<file path="config.mk">
export PLATFORM = sky130hd
export DESIGN_NAME = spindle_speed_pwm_controller
export DESIGN_NICKNAME = d
export VERILOG_FILES = /design/src/rtl/core/ssp_pkg.sv /design/src/rtl/core/ssp_mul.sv /design/src/rtl/core/ssp_spi.sv /design/src/rtl/core/spindle_speed_pwm_controller.sv
export SDC_FILE = /design/constraint.sdc
export NUM_CORES = 2
export LEC_CHECK = 0
export CORE_ASPECT_RATIO = 1.5
export CORE_MARGIN = 4
export CORE_UTILIZATION = 45
export CTS_CLUSTER_SIZE = 40
export DETAILED_ROUTE_END_ITERATION = 10
export DONT_BUFFER_PORTS = 1
export PLACE_DENSITY = 0.65
export SYNTH_ARGS = -nofsm -noshare
export SYNTH_HDL_FRONTEND = slang
export SYNTH_HIERARCHICAL = 1
export SYNTH_SLANG_ARGS = --single-unit
</file>
<file path="constraint.sdc">
create_clock -name clk -period 8.9 [get_ports clk]
set_input_delay 2.225 -clock clk [delete_from_list [all_inputs] [get_ports clk]]
set_output_delay 2.225 -clock clk [all_outputs]
set_load 0.005 [all_outputs]
</file>
<file path="src/rtl/core/ssp_pkg.sv">
// Shared types and constants for the spindle speed PWM controller.
package ssp_pkg;

	localparam int unsigned CFG_IDX_W  = 3;
	localparam int unsigned CFG_DATA_W = 24;

	localparam logic [CFG_IDX_W-1:0] REG_RPM_MIN      = 3'd0;
	localparam logic [CFG_IDX_W-1:0] REG_RPM_MAX      = 3'd1;
	localparam logic [CFG_IDX_W-1:0] REG_OVERRIDE     = 3'd2;
	localparam logic [CFG_IDX_W-1:0] REG_LASER_MODE   = 3'd3;
	localparam logic [CFG_IDX_W-1:0] REG_PWM_GRADIENT = 3'd4;

	localparam logic       OP_SET_STATE = 1'b0;
	localparam logic       OP_POLL      = 1'b1;

	localparam logic [1:0] CMD_OFF     = 2'd0;
	localparam logic [1:0] CMD_CW      = 2'd1;
	localparam logic [1:0] CMD_CCW     = 2'd2;
	localparam logic [1:0] CMD_CCW_ALT = 2'd3;

	localparam logic [15:0] RPM_MIN_RST      = 16'd0;
	localparam logic [15:0] RPM_MAX_RST      = 16'd1000;
	localparam logic [7:0]  OVERRIDE_RST     = 8'd100;
	localparam logic [23:0] PWM_GRADIENT_RST = 24'd65536;

	localparam logic [15:0] PWM_MAX_LEVEL_DEF = 16'd1023;
	localparam logic [15:0] PWM_MIN_LEVEL_DEF = 16'd1;
	localparam logic [15:0] PWM_OFF_LEVEL_DEF = 16'd0;

	// rpm * pct * 256 / 100 == (rpm * pct * 64) / 25
	localparam logic [31:0] DIVISOR   = 32'd25;
	// floor(2^32 / 25); quotient from it is at most one low
	localparam logic [31:0] RECIP_25  = 32'd171798691;

	localparam logic [7:0] CCW_FLAG = 8'h80;

	typedef struct packed {
		logic       byte_valid;
		logic [7:0] tx_byte;
		logic       sel;
	} spi_res_t;

endpackage

</file>
<file path="src/rtl/core/ssp_mul.sv">
// Shared 32x32 multiplier with registered product.
module ssp_mul (
	input  logic        clk,
	input  logic [31:0] a,
	input  logic [31:0] b,
	output logic [63:0] prod
);

	logic [63:0] prod_q;

	always_ff @(posedge clk) begin
		prod_q <= a * b;
	end

	assign prod = prod_q;

endmodule

</file>
<file path="src/rtl/core/ssp_spi.sv">
// Three-phase SPI speed sender: low byte, high byte, select release.
module ssp_spi (
	input  logic             clk,
	input  logic             arst_n,
	input  logic             poll,
	input  logic [15:0]      speed,
	input  logic             ccw,
	input  logic             spi_idle,
	output ssp_pkg::spi_res_t res
);

	typedef enum logic [2:0] {
		PH_START   = 3'b001,
		PH_HIGH    = 3'b010,
		PH_RELEASE = 3'b100
	} phase_t;

	phase_t     phase_q, phase_nxt;
	logic [7:0] hold_q, hold_nxt;
	logic       sel_q, sel_nxt;
	logic       bv;
	logic [7:0] bdata;

	always_comb begin
		phase_nxt = phase_q;
		hold_nxt  = hold_q;
		sel_nxt   = sel_q;
		bv        = 1'b0;
		bdata     = 8'd0;
		case (phase_q)
			PH_START: begin
				hold_nxt  = ccw ? (speed[15:8] | ssp_pkg::CCW_FLAG) : speed[15:8];
				sel_nxt   = 1'b0;
				bv        = 1'b1;
				bdata     = speed[7:0];
				phase_nxt = PH_HIGH;
			end
			PH_HIGH: begin
				if (spi_idle) begin
					bv        = 1'b1;
					bdata     = hold_q;
					phase_nxt = PH_RELEASE;
				end
			end
			default: begin
				if (spi_idle) begin
					sel_nxt   = 1'b1;
					phase_nxt = PH_START;
				end
			end
		endcase
	end

	always_ff @(posedge clk or negedge arst_n) begin
		if (!arst_n) begin
			phase_q <= PH_START;
			hold_q  <= 8'd0;
			sel_q   <= 1'b1;
		end else if (poll) begin
			phase_q <= phase_nxt;
			hold_q  <= hold_nxt;
			sel_q   <= sel_nxt;
		end
	end

	assign res.byte_valid = bv;
	assign res.tx_byte    = bdata;
	assign res.sel        = sel_q;

endmodule

</file>
<file path="src/rtl/core/spindle_speed_pwm_controller.sv">
// Spindle speed PWM controller top level: sequencer, state and config registers.
// A set-state item that changes speed goes from acceptance through four passes
// through the one shared 32x32 multiplier (rpm * override, divide by 25 via
// reciprocal, quotient check, PWM gradient), a remainder fix-up state and a
// write-back state. Poll, disable and ignored items go straight from acceptance
// to write-back. in_ready is high only while the sequencer is idle, so a new item
// is taken in the cycle after the previous write-back at the earliest; the result waits in
// the output register until taken, and the next item is accepted meanwhile, its
// write-back held until then. Config writes are always accepted.
module spindle_speed_pwm_controller #(
	parameter logic [15:0] PWM_MAX_LEVEL = ssp_pkg::PWM_MAX_LEVEL_DEF,
	parameter logic [15:0] PWM_MIN_LEVEL = ssp_pkg::PWM_MIN_LEVEL_DEF,
	parameter logic [15:0] PWM_OFF_LEVEL = ssp_pkg::PWM_OFF_LEVEL_DEF
) (
	input  logic                           clk,
	input  logic                           arst_n,
	input  logic                           cfg_valid,
	output logic                           cfg_ready,
	input  logic [ssp_pkg::CFG_IDX_W-1:0]  cfg_index,
	input  logic [ssp_pkg::CFG_DATA_W-1:0] cfg_data,
	input  logic                           in_valid,
	output logic                           in_ready,
	input  logic                           operation,
	input  logic [1:0]                     spindle_cmd,
	input  logic [15:0]                    rpm,
	input  logic                           abort_active,
	input  logic                           check_mode,
	input  logic                           spi_idle,
	output logic                           out_valid,
	input  logic                           out_ready,
	output logic [15:0]                    pwm_level,
	output logic                           pwm_on,
	output logic                           enable_pin,
	output logic                           direction_pin,
	output logic [15:0]                    actual_speed,
	output logic                           spi_byte_valid,
	output logic [7:0]                     spi_byte,
	output logic                           chip_select
);

	typedef enum logic [6:0] {
		ST_IDLE = 7'b0000001,
		ST_MUL1 = 7'b0000010,
		ST_MUL2 = 7'b0000100,
		ST_MUL3 = 7'b0001000,
		ST_FIX  = 7'b0010000,
		ST_MUL4 = 7'b0100000,
		ST_WB   = 7'b1000000
	} state_t;

	state_t state_q, state_nxt;

	// config
	logic [15:0] rpm_min_q, rpm_max_q;
	logic [7:0]  ovr_q;
	logic        laser_q;
	logic [23:0] grad_q;

	// latched item
	logic        op_q, ccw_q, off_q, ignore_q, idle_q;
	logic [15:0] rpm_q;

	// datapath
	logic [29:0] x_q;
	logic [25:0] q0_q;
	logic [25:0] scaled_q;
	logic [31:0] mul_a, mul_b;
	logic [63:0] prod;

	// block state
	logic [15:0] pwm_q;
	logic        pwm_en_q, enable_q, dir_q, last_ccw_q;
	logic [23:0] speed_q;
	logic        obv_q;
	logic [7:0]  obyte_q;
	logic        out_valid_q;

	logic        accept, commit, speed_path, cmd_ccw;
	logic [29:0] rem;
	logic [25:0] diff;
	logic [25:0] min_ext, max_ext;
	logic [24:0] lin;
	logic [15:0] lin_sat;
	logic [15:0] pwm_nxt;
	logic [23:0] speed_nxt;
	ssp_pkg::spi_res_t spi_res;

	assign cfg_ready = 1'b1;
	assign in_ready  = (state_q == ST_IDLE);
	assign accept    = in_valid && in_ready;
	assign cmd_ccw   = (spindle_cmd != ssp_pkg::CMD_CW);
	assign commit    = (state_q == ST_WB) && (!out_valid_q || out_ready);
	assign speed_path = !op_q && !ignore_q && !off_q;

	always_ff @(posedge clk or negedge arst_n) begin
		if (!arst_n) begin
			rpm_min_q <= ssp_pkg::RPM_MIN_RST;
			rpm_max_q <= ssp_pkg::RPM_MAX_RST;
			ovr_q     <= ssp_pkg::OVERRIDE_RST;
			laser_q   <= 1'b0;
			grad_q    <= ssp_pkg::PWM_GRADIENT_RST;
		end else if (cfg_valid) begin
			case (cfg_index)
				ssp_pkg::REG_RPM_MIN:      rpm_min_q <= cfg_data[15:0];
				ssp_pkg::REG_RPM_MAX:      rpm_max_q <= cfg_data[15:0];
				ssp_pkg::REG_OVERRIDE:     ovr_q     <= cfg_data[7:0];
				ssp_pkg::REG_LASER_MODE:   laser_q   <= cfg_data[0];
				ssp_pkg::REG_PWM_GRADIENT: grad_q    <= cfg_data[23:0];
				default: ;
			endcase
		end
	end

	always_comb begin
		state_nxt = state_q;
		case (state_q)
			ST_IDLE: begin
				if (accept) begin
					if (operation == ssp_pkg::OP_SET_STATE && !abort_active && !check_mode
						&& spindle_cmd != ssp_pkg::CMD_OFF)
						state_nxt = ST_MUL1;
					else
						state_nxt = ST_WB;
				end
			end
			ST_MUL1: state_nxt = ST_MUL2;
			ST_MUL2: state_nxt = ST_MUL3;
			ST_MUL3: state_nxt = ST_FIX;
			ST_FIX:  state_nxt = ST_MUL4;
			ST_MUL4: state_nxt = ST_WB;
			ST_WB:   if (commit) state_nxt = ST_IDLE;
			default: state_nxt = ST_IDLE;
		endcase
	end

	always_ff @(posedge clk or negedge arst_n) begin
		if (!arst_n)
			state_q <= ST_IDLE;
		else
			state_q <= state_nxt;
	end

	always_ff @(posedge clk) begin
		if (accept) begin
			op_q     <= (operation == ssp_pkg::OP_POLL);
			ccw_q    <= cmd_ccw;
			off_q    <= (spindle_cmd == ssp_pkg::CMD_OFF);
			ignore_q <= abort_active || check_mode;
			idle_q   <= spi_idle;
			rpm_q    <= (laser_q && cmd_ccw) ? 16'd0 : rpm;
		end
	end

	// operand select for the shared multiplier; gradient operands stay on
	// through write-back so the product holds while the result waits
	always_comb begin
		mul_a = 32'd0;
		mul_b = 32'd0;
		case (state_q)
			ST_MUL1: begin
				mul_a = {16'd0, rpm_q};
				mul_b = {24'd0, ovr_q};
			end
			ST_MUL2: begin
				mul_a = {2'd0, prod[23:0], 6'd0};
				mul_b = ssp_pkg::RECIP_25;
			end
			ST_MUL3: begin
				mul_a = {6'd0, prod[57:32]};
				mul_b = ssp_pkg::DIVISOR;
			end
			ST_MUL4, ST_WB: begin
				mul_a = {8'd0, diff[23:0]};
				mul_b = {8'd0, grad_q};
			end
			default: ;
		endcase
	end

	ssp_mul u_mul (
		.clk  (clk),
		.a    (mul_a),
		.b    (mul_b),
		.prod (prod)
	);

	assign min_ext = {2'd0, rpm_min_q, 8'd0};
	assign max_ext = {2'd0, rpm_max_q, 8'd0};
	assign rem     = x_q - prod[29:0];
	assign diff    = scaled_q - min_ext;

	always_ff @(posedge clk) begin
		case (state_q)
			ST_MUL2: x_q      <= {prod[23:0], 6'd0};
			ST_MUL3: q0_q     <= prod[57:32];
			ST_FIX:  scaled_q <= q0_q + ((rem >= ssp_pkg::DIVISOR[29:0]) ? 26'd1 : 26'd0);
			default: ;
		endcase
	end

	assign lin     = {1'b0, prod[47:24]} + {9'd0, PWM_MIN_LEVEL};
	assign lin_sat = (lin[24:16] != 9'd0) ? 16'hFFFF : lin[15:0];

	always_comb begin
		if (rpm_min_q >= rpm_max_q || scaled_q >= max_ext) begin
			speed_nxt = max_ext[23:0];
			pwm_nxt   = PWM_MAX_LEVEL;
		end else if (scaled_q <= min_ext) begin
			if (scaled_q == 26'd0) begin
				speed_nxt = 24'd0;
				pwm_nxt   = PWM_OFF_LEVEL;
			end else begin
				speed_nxt = min_ext[23:0];
				pwm_nxt   = PWM_MIN_LEVEL;
			end
		end else begin
			speed_nxt = scaled_q[23:0];
			pwm_nxt   = lin_sat;
		end
	end

	ssp_spi u_spi (
		.clk      (clk),
		.arst_n   (arst_n),
		.poll     (commit && op_q),
		.speed    (speed_q[23:8]),
		.ccw      (last_ccw_q),
		.spi_idle (idle_q),
		.res      (spi_res)
	);

	always_ff @(posedge clk or negedge arst_n) begin
		if (!arst_n) begin
			pwm_q      <= 16'd0;
			pwm_en_q   <= 1'b0;
			enable_q   <= 1'b0;
			dir_q      <= 1'b0;
			speed_q    <= 24'd0;
			last_ccw_q <= 1'b0;
		end else if (commit && !op_q && !ignore_q) begin
			if (off_q) begin
				speed_q  <= 24'd0;
				pwm_en_q <= 1'b0;
				enable_q <= 1'b0;
			end else if (speed_path) begin
				last_ccw_q <= ccw_q;
				dir_q      <= ccw_q;
				speed_q    <= speed_nxt;
				pwm_q      <= pwm_nxt;
				pwm_en_q   <= (pwm_nxt != PWM_OFF_LEVEL);
				enable_q   <= 1'b1;
			end
		end
	end

	always_ff @(posedge clk or negedge arst_n) begin
		if (!arst_n) begin
			out_valid_q <= 1'b0;
		end else if (commit) begin
			out_valid_q <= 1'b1;
		end else if (out_ready) begin
			out_valid_q <= 1'b0;
		end
	end

	always_ff @(posedge clk) begin
		if (commit) begin
			obv_q   <= op_q && spi_res.byte_valid;
			obyte_q <= op_q ? spi_res.tx_byte : 8'd0;
		end
	end

	assign out_valid      = out_valid_q;
	assign pwm_level      = pwm_q;
	assign pwm_on         = pwm_en_q;
	assign enable_pin     = enable_q;
	assign direction_pin  = dir_q;
	assign actual_speed   = speed_q[23:8];
	assign spi_byte_valid = obv_q;
	assign spi_byte       = obyte_q;
	assign chip_select    = spi_res.sel;

endmodule

</file>
# Word-level counts from Yosys, hierarchy flattened
# Index checks and enable logic that the tools add are counted.
[classes] addsub=4 mul=1 magnitude_cmp=4 eq_ne=17 n_mux=32 n_bitwise=3 reduce_logical=42
[ops] cell="$mux W24" n=5
[ops] cell="$pmux W30 S4" n=1
[ops] cell="$pmux W28 S4" n=1
[ops] cell="$mul A30 B28 Y58" n=1
[ops] cell="$pmux W7 S7" n=1
[ops] cell="$mux W16" n=3
[ops] cell="$ge A30 B5 Y1 const B" n=1
[ops] cell="$sub A30 B30 Y30" n=1
[ops] cell="$add A26 B1 Y26" n=1
[ops] cell="$ge A26 B24 Y1" n=1
[ops] cell="$le A26 B24 Y1" n=1
[ops] cell="$logic_not A26 Y1" n=1
[ops] cell="$add A24 B1 Y25 const B" n=1
[ops] cell="$sub A24 B24 Y24" n=1
[ops] cell="$mux W7" n=3
[ops] cell="$ge A16 B16 Y1" n=1
[ops] cell="$mux W8" n=2
[ops] cell="$pmux W8 S2" n=1
[ops] cell="$reduce_and A2 Y1" n=8
[ops] cell="$reduce_bool A16 Y1" n=1
[ops] cell="$logic_and A1 B1 Y1" n=12
[ops] cell="$mux W1" n=10
[ops] cell="$eq A3 B2 Y1 const B" n=3
[ops] cell="$reduce_and A3 Y1" n=3
[ops] cell="22 further kinds" n=39
[totals] reg_bits=292 inputBits=54 out_inout_bits=48 elab_cells=130

# Longest topological paths before layout
[depth] word_depth=8 ltp_mapped=42 ltp_nobuf=40

# Cells and area by module
# Netlist, hierarchy kept.
[modules_own_cells] module="ssp_mul" instances=1 cells_each=3732 area_per_inst_um2=34508.1 seq_area_each_um2=1281.2
[modules_own_cells] module="spindle_speed_pwm_controller" instances=1 cells_each=1227 area_per_inst_um2=12391.9 seq_area_each_um2=5899.4
[modules_own_cells] module="ssp_spi" instances=1 cells_each=47 area_per_inst_um2=635.6 seq_area_each_um2=302.8

# Least setup slack after synthesis
# No wires, ideal clock.
[synth_path] kind="reg2reg" startpoint="register state_q[1]" endpoint="register u_mul.prod_q[57] (netlist: u_mul/prod[57])" setup_time_ps=119 arrival_time_ps=9485 t_required_ps=8781 path_slack_ps=-704 path_stages_with_launch=30 path_buffers=4 synth_period_minus_slack_ps=9604 path_cell_list="dfrtp_1 > or4_1 > clkbuf_1 > nor4b_2 > clkbuf_1 > and2_1 > clkbuf_1 > nand2_1 > fa_1 > fa_1 > fa_1 > fa_1 > inv_1 > fa_1 > fa_1 > fa_1 > inv_1 > fa_1 > inv_1 > ha_1 > clkbuf_1 > nand4_1 > or2_1 > o22ai_1 > a211oi_1 > a2111oi_0 > nor3b_1 > o21ai_1 > a21oi_1 > xnor2_1"
[synth_via] elab_chain_len=4 elab_cells_between_ends=9 classes_between="mul: 1; eq/ne: 5; mux: 2; reduce/logical: 1"
[synth_lines] item="start: declaration" line="spindle_speed_pwm_controller.sv:51" source="state_t state_q, state_nxt;"
[synth_lines] item="start signal: assignment" line="spindle_speed_pwm_controller.sv:140" source="state_q <= state_nxt;"
[synth_lines] item="$eq A7 B7 Y1 / $eq A7 B6 Y1 (equally long branches)" line="spindle_speed_pwm_controller.sv:159" source="case (state_q)"
[synth_lines] item="$reduce_or A2 Y1" line="spindle_speed_pwm_controller.sv:159"
[synth_lines] item="$pmux W28 S4 *" line="spindle_speed_pwm_controller.sv:159"
[synth_lines] item="via mul_b[25]" line="spindle_speed_pwm_controller.sv:67" source="logic [31:0] mul_a, mul_b;"
[synth_lines] item="$mul A30 B28 Y58 *" line="ssp_mul.sv:12" source="prod_q <= a * b;"
[synth_lines] item="end signal: assignment" line="ssp_mul.sv:12"
[synth_lines] item="end: declaration" line="ssp_mul.sv:9" source="logic [63:0] prod_q;"
# Mark *: on every way through the listed nets, which the timed path passes. The rest lies on a longest branch.
# A chain may end at the register's enable or synchronous reset.

# Worst setup path in the final report
[layout_path] startpoint="register scaled_q[8]" endpoint="register u_mul.prod_q[55] (netlist: u_mul/prod[55])"
[layout_via] elab_chain_len=3
[layout_lines] item="start: declaration" line="spindle_speed_pwm_controller.sv:66" source="logic [25:0] scaled_q;"
[layout_lines] item="start signal: assignment" line="spindle_speed_pwm_controller.sv:196" source="ST_FIX: scaled_q <= q0_q + ((rem >= ssp_pkg::DIVISOR[29:0]) ? 26'd1 : 26'd0);"
[layout_lines] item="$sub A24 B24 Y24" line="spindle_speed_pwm_controller.sv:190" source="assign diff = scaled_q - min_ext;"
[layout_lines] item="$pmux W30 S4" line="spindle_speed_pwm_controller.sv:159"
[layout_lines] item="via mul_a[20]" line="spindle_speed_pwm_controller.sv:67"
[layout_lines] item="$mul A30 B28 Y58" line="ssp_mul.sv:12"
# The timed path passes the listed nets, and every way through them passes these cells.

==> flow_metrics.env <==
export IMPL_grt_max_degree=121
export IMPL_hold_viol=0
export IMPL_clkLatencyLatePin_ns=0.59
export IMPL_wire_per_inst_um=22.8
export IMPL_drive_above_1_share_pct=15.9
export IMPL_p_leak_uw=0.0257
export IMPL_initial_core_util_pct=45.5
export IMPL_timing_final_crit_share_pct=104
export IMPL_avgSynthCellArea_um2=9.51
export IMPL_clk_pin_slew_ns=0.08
export IMPL_dp_cells=6350
export IMPL_crit_arrival_ns=9.77
export IMPL_grt_overflow_total=0
export IMPL_cts_root_buf="clkbuf_16"
export IMPL_fin_skew_ns=0.0155
export IMPL_rsz0062_at_grt="true"
export IMPL_hold_class="reg -> reg"
export IMPL_die_h_um=401
export IMPL_r2r_cells=37
export IMPL_cp_start_kind="flop"
export IMPL_area_growth_syn_to_layout_pct=15.8
export IMPL_clkSinkCount=284
export IMPL_max_slew_worst_pin_slew_ns=1.14
export IMPL_tns_ns=-5.29
export IMPL_worstSetupEndpointType="flop"
export IMPL_total_power_uw=5990
export IMPL_io_pins=102
export IMPL_cts_tree="yes"
export IMPL_synth_cells=4872
export IMPL_setup_slack_ns=-0.395
export IMPL_p_per_area_mw_per_mm2=112
export IMPL_failed_checks="negative setup slack"
export IMPL_vias=35200
export IMPL_coreArea_mm2=0.102
export IMPL_io_buffers=0
export IMPL_slew_viol_final=0
export IMPL_crit_fanout=5
export IMPL_drt_initial_drc_count=2097
export IMPL_num_nets_final=6358
export IMPL_cts_buffer_depth=3
export IMPL_fin_cells=6439
export IMPL_vias_per_cell=5.47
export IMPL_grt_pass1_wl_um=222000
export IMPL_fmax_mhz=108
export IMPL_place_gp_congestion=0.943
export IMPL_cpPeakStageDelay_ns=0.61
export IMPL_holdPathStages=0
export IMPL_antenna_found_initial=3
export IMPL_die_x_um=270
export IMPL_die_area_mm2=0.108
export IMPL_ys_warn_count=6
export IMPL_path_common_cell="fa_1"
export IMPL_rows=143
export IMPL_cts_buffers=25
export IMPL_period_minus_slack_ns=9.29
export IMPL_drt_total_wl_um=147000
export IMPL_hold_buffers=0
export IMPL_dp_hpwl_um=120000
export IMPL_synth_area_mm2=0.0463
export IMPL_drc_errors=0
export IMPL_cap_violations=0
export IMPL_status="finished, violations left"
export IMPL_irDropWorstVdd_v=0.000213
export IMPL_ant_nets=0
export IMPL_grtUsageTotal_pct=26.8
export IMPL_crit_slowest_cell="fa_2"
export IMPL_finalSetupViolCount=23
export IMPL_crit_type="reg -> reg"
export IMPL_dr_pass1_iters=7
export IMPL_cp_required_ns=9.37
export IMPL_cts_htree_levels=1
export IMPL_slew_headroom_pct=23.6
export IMPL_dp_slack_ns=-0.732
export IMPL_grt_pass1_vias=38000
## cell usage in the layout, fill, tap and decap left out, drive strengths merged, types with 50 or more instances in the layout
master,count
edfxtp,106
ha,301
fa,889
o21ai,131
dfxtp,58
nand3,50
nor2,92
a21o,72
buf,438
xnor2,70
inv,940
a21oi,98
nand2,600
dfrtp,107
and2,636
## per-layer routing
metal | global-route usage, % | up-vias | wire [um]
met3 | 2.55 | 490 | 6790
met5 | 0 | - | 0
met4 | 18.6 | 0 | 13400
met2 | 49.9 | 1236 | 77600
li1 | - | 15400 | -
met1 | 28.2 | 18100 | 48900
## worst max-delay path, delay by kind of cell (launching register included)
family	cells	cell delay, ns
buffers and inverters	9	0.96
adder cells (fa/ha/maj)	11	4.77
flip-flops	1	0.41
AND/OR/NAND/NOR	2	0.23
AO/OA/AOI/OAI	13	2.50
XOR/XNOR	2	0.31
## power by group
part | internal (uW) | total [uW] | switching (uW) | leakage (uW)
Combinational | 1230 | 2900 | 1680 | 0.0223
Clock | 678 | 1230 | 555 | 0.000428
Sequential | 1600 | 1860 | 257 | 0.00292
Total | 3510 | 5990 | 2490 | 0.0257
## area by class of cell
cell class | count | area [um2]
Timing Repair Buffer | 440 | 4220
Tap cell | 1305 | 1630
Sequential cell | 284 | 7360
Clock inverter | 17 | 265
Multi-Input combinational cell | 3427 | 36000
Fill cell | 9094 | 48200
Antenna cell | 1 | 2.50
Clock buffer | 29 | 641
Inverter | 936 | 3510
## path summary, 6_finish.rpt
path	startpoint	to	slack [ns]
worst max-delay path	scaled_q[8]	u_mul/prod[55]	-0.39
worst min-delay path	u_mul/prod[49]	q0_q[17]	0.44
worst max register to register	scaled_q[8]	u_mul/prod[55]	-0.39
worst min register to register	u_mul/prod[49]	q0_q[17]	0.44
max in group asynchronous	arst_n	grad_q[16]	7.27
min in group asynchronous	arst_n	state_q[4]	1.32
## timing repair
action                                  4_1_cts  5_1_grt
gates resized for setup                     117      209
setup buffers                                11       37
gates cloned                                  1        3
pin swaps                                    71      238
endpoints found under the setup margin       33       35
## state kept, by name, summed over array words and instances (netlist names), 3 cells and up
signal         cells
grad_q            24
ovr_q              8
pwm_level         16
q0_q              26
rpm_max_q         16
rpm_min_q         16
rpm_q             16
scaled_q          26
speed_q           16
spi_byte           8
state_q            7
u_mul/prod        58
u_spi/hold_q       8
u_spi/phase_q      3
x_q               24
## through the flow
step | util (%) | instance area, um2 | hold WS, ns
2_1_floorplan | - | 46500 | 0.406
3_3_place_gp | 50.0 | 50900 | 0.424
3_5_place_dp | 50.0 | 50900 | 0.420
4_1_cts | 51.5 | 52500 | 0.438
5_1_grt | 52.7 | 53600 | 0.466
6_report | 52.7 | 53600 | 0.438
Note: power is estimated with default switching activity, not from simulation.
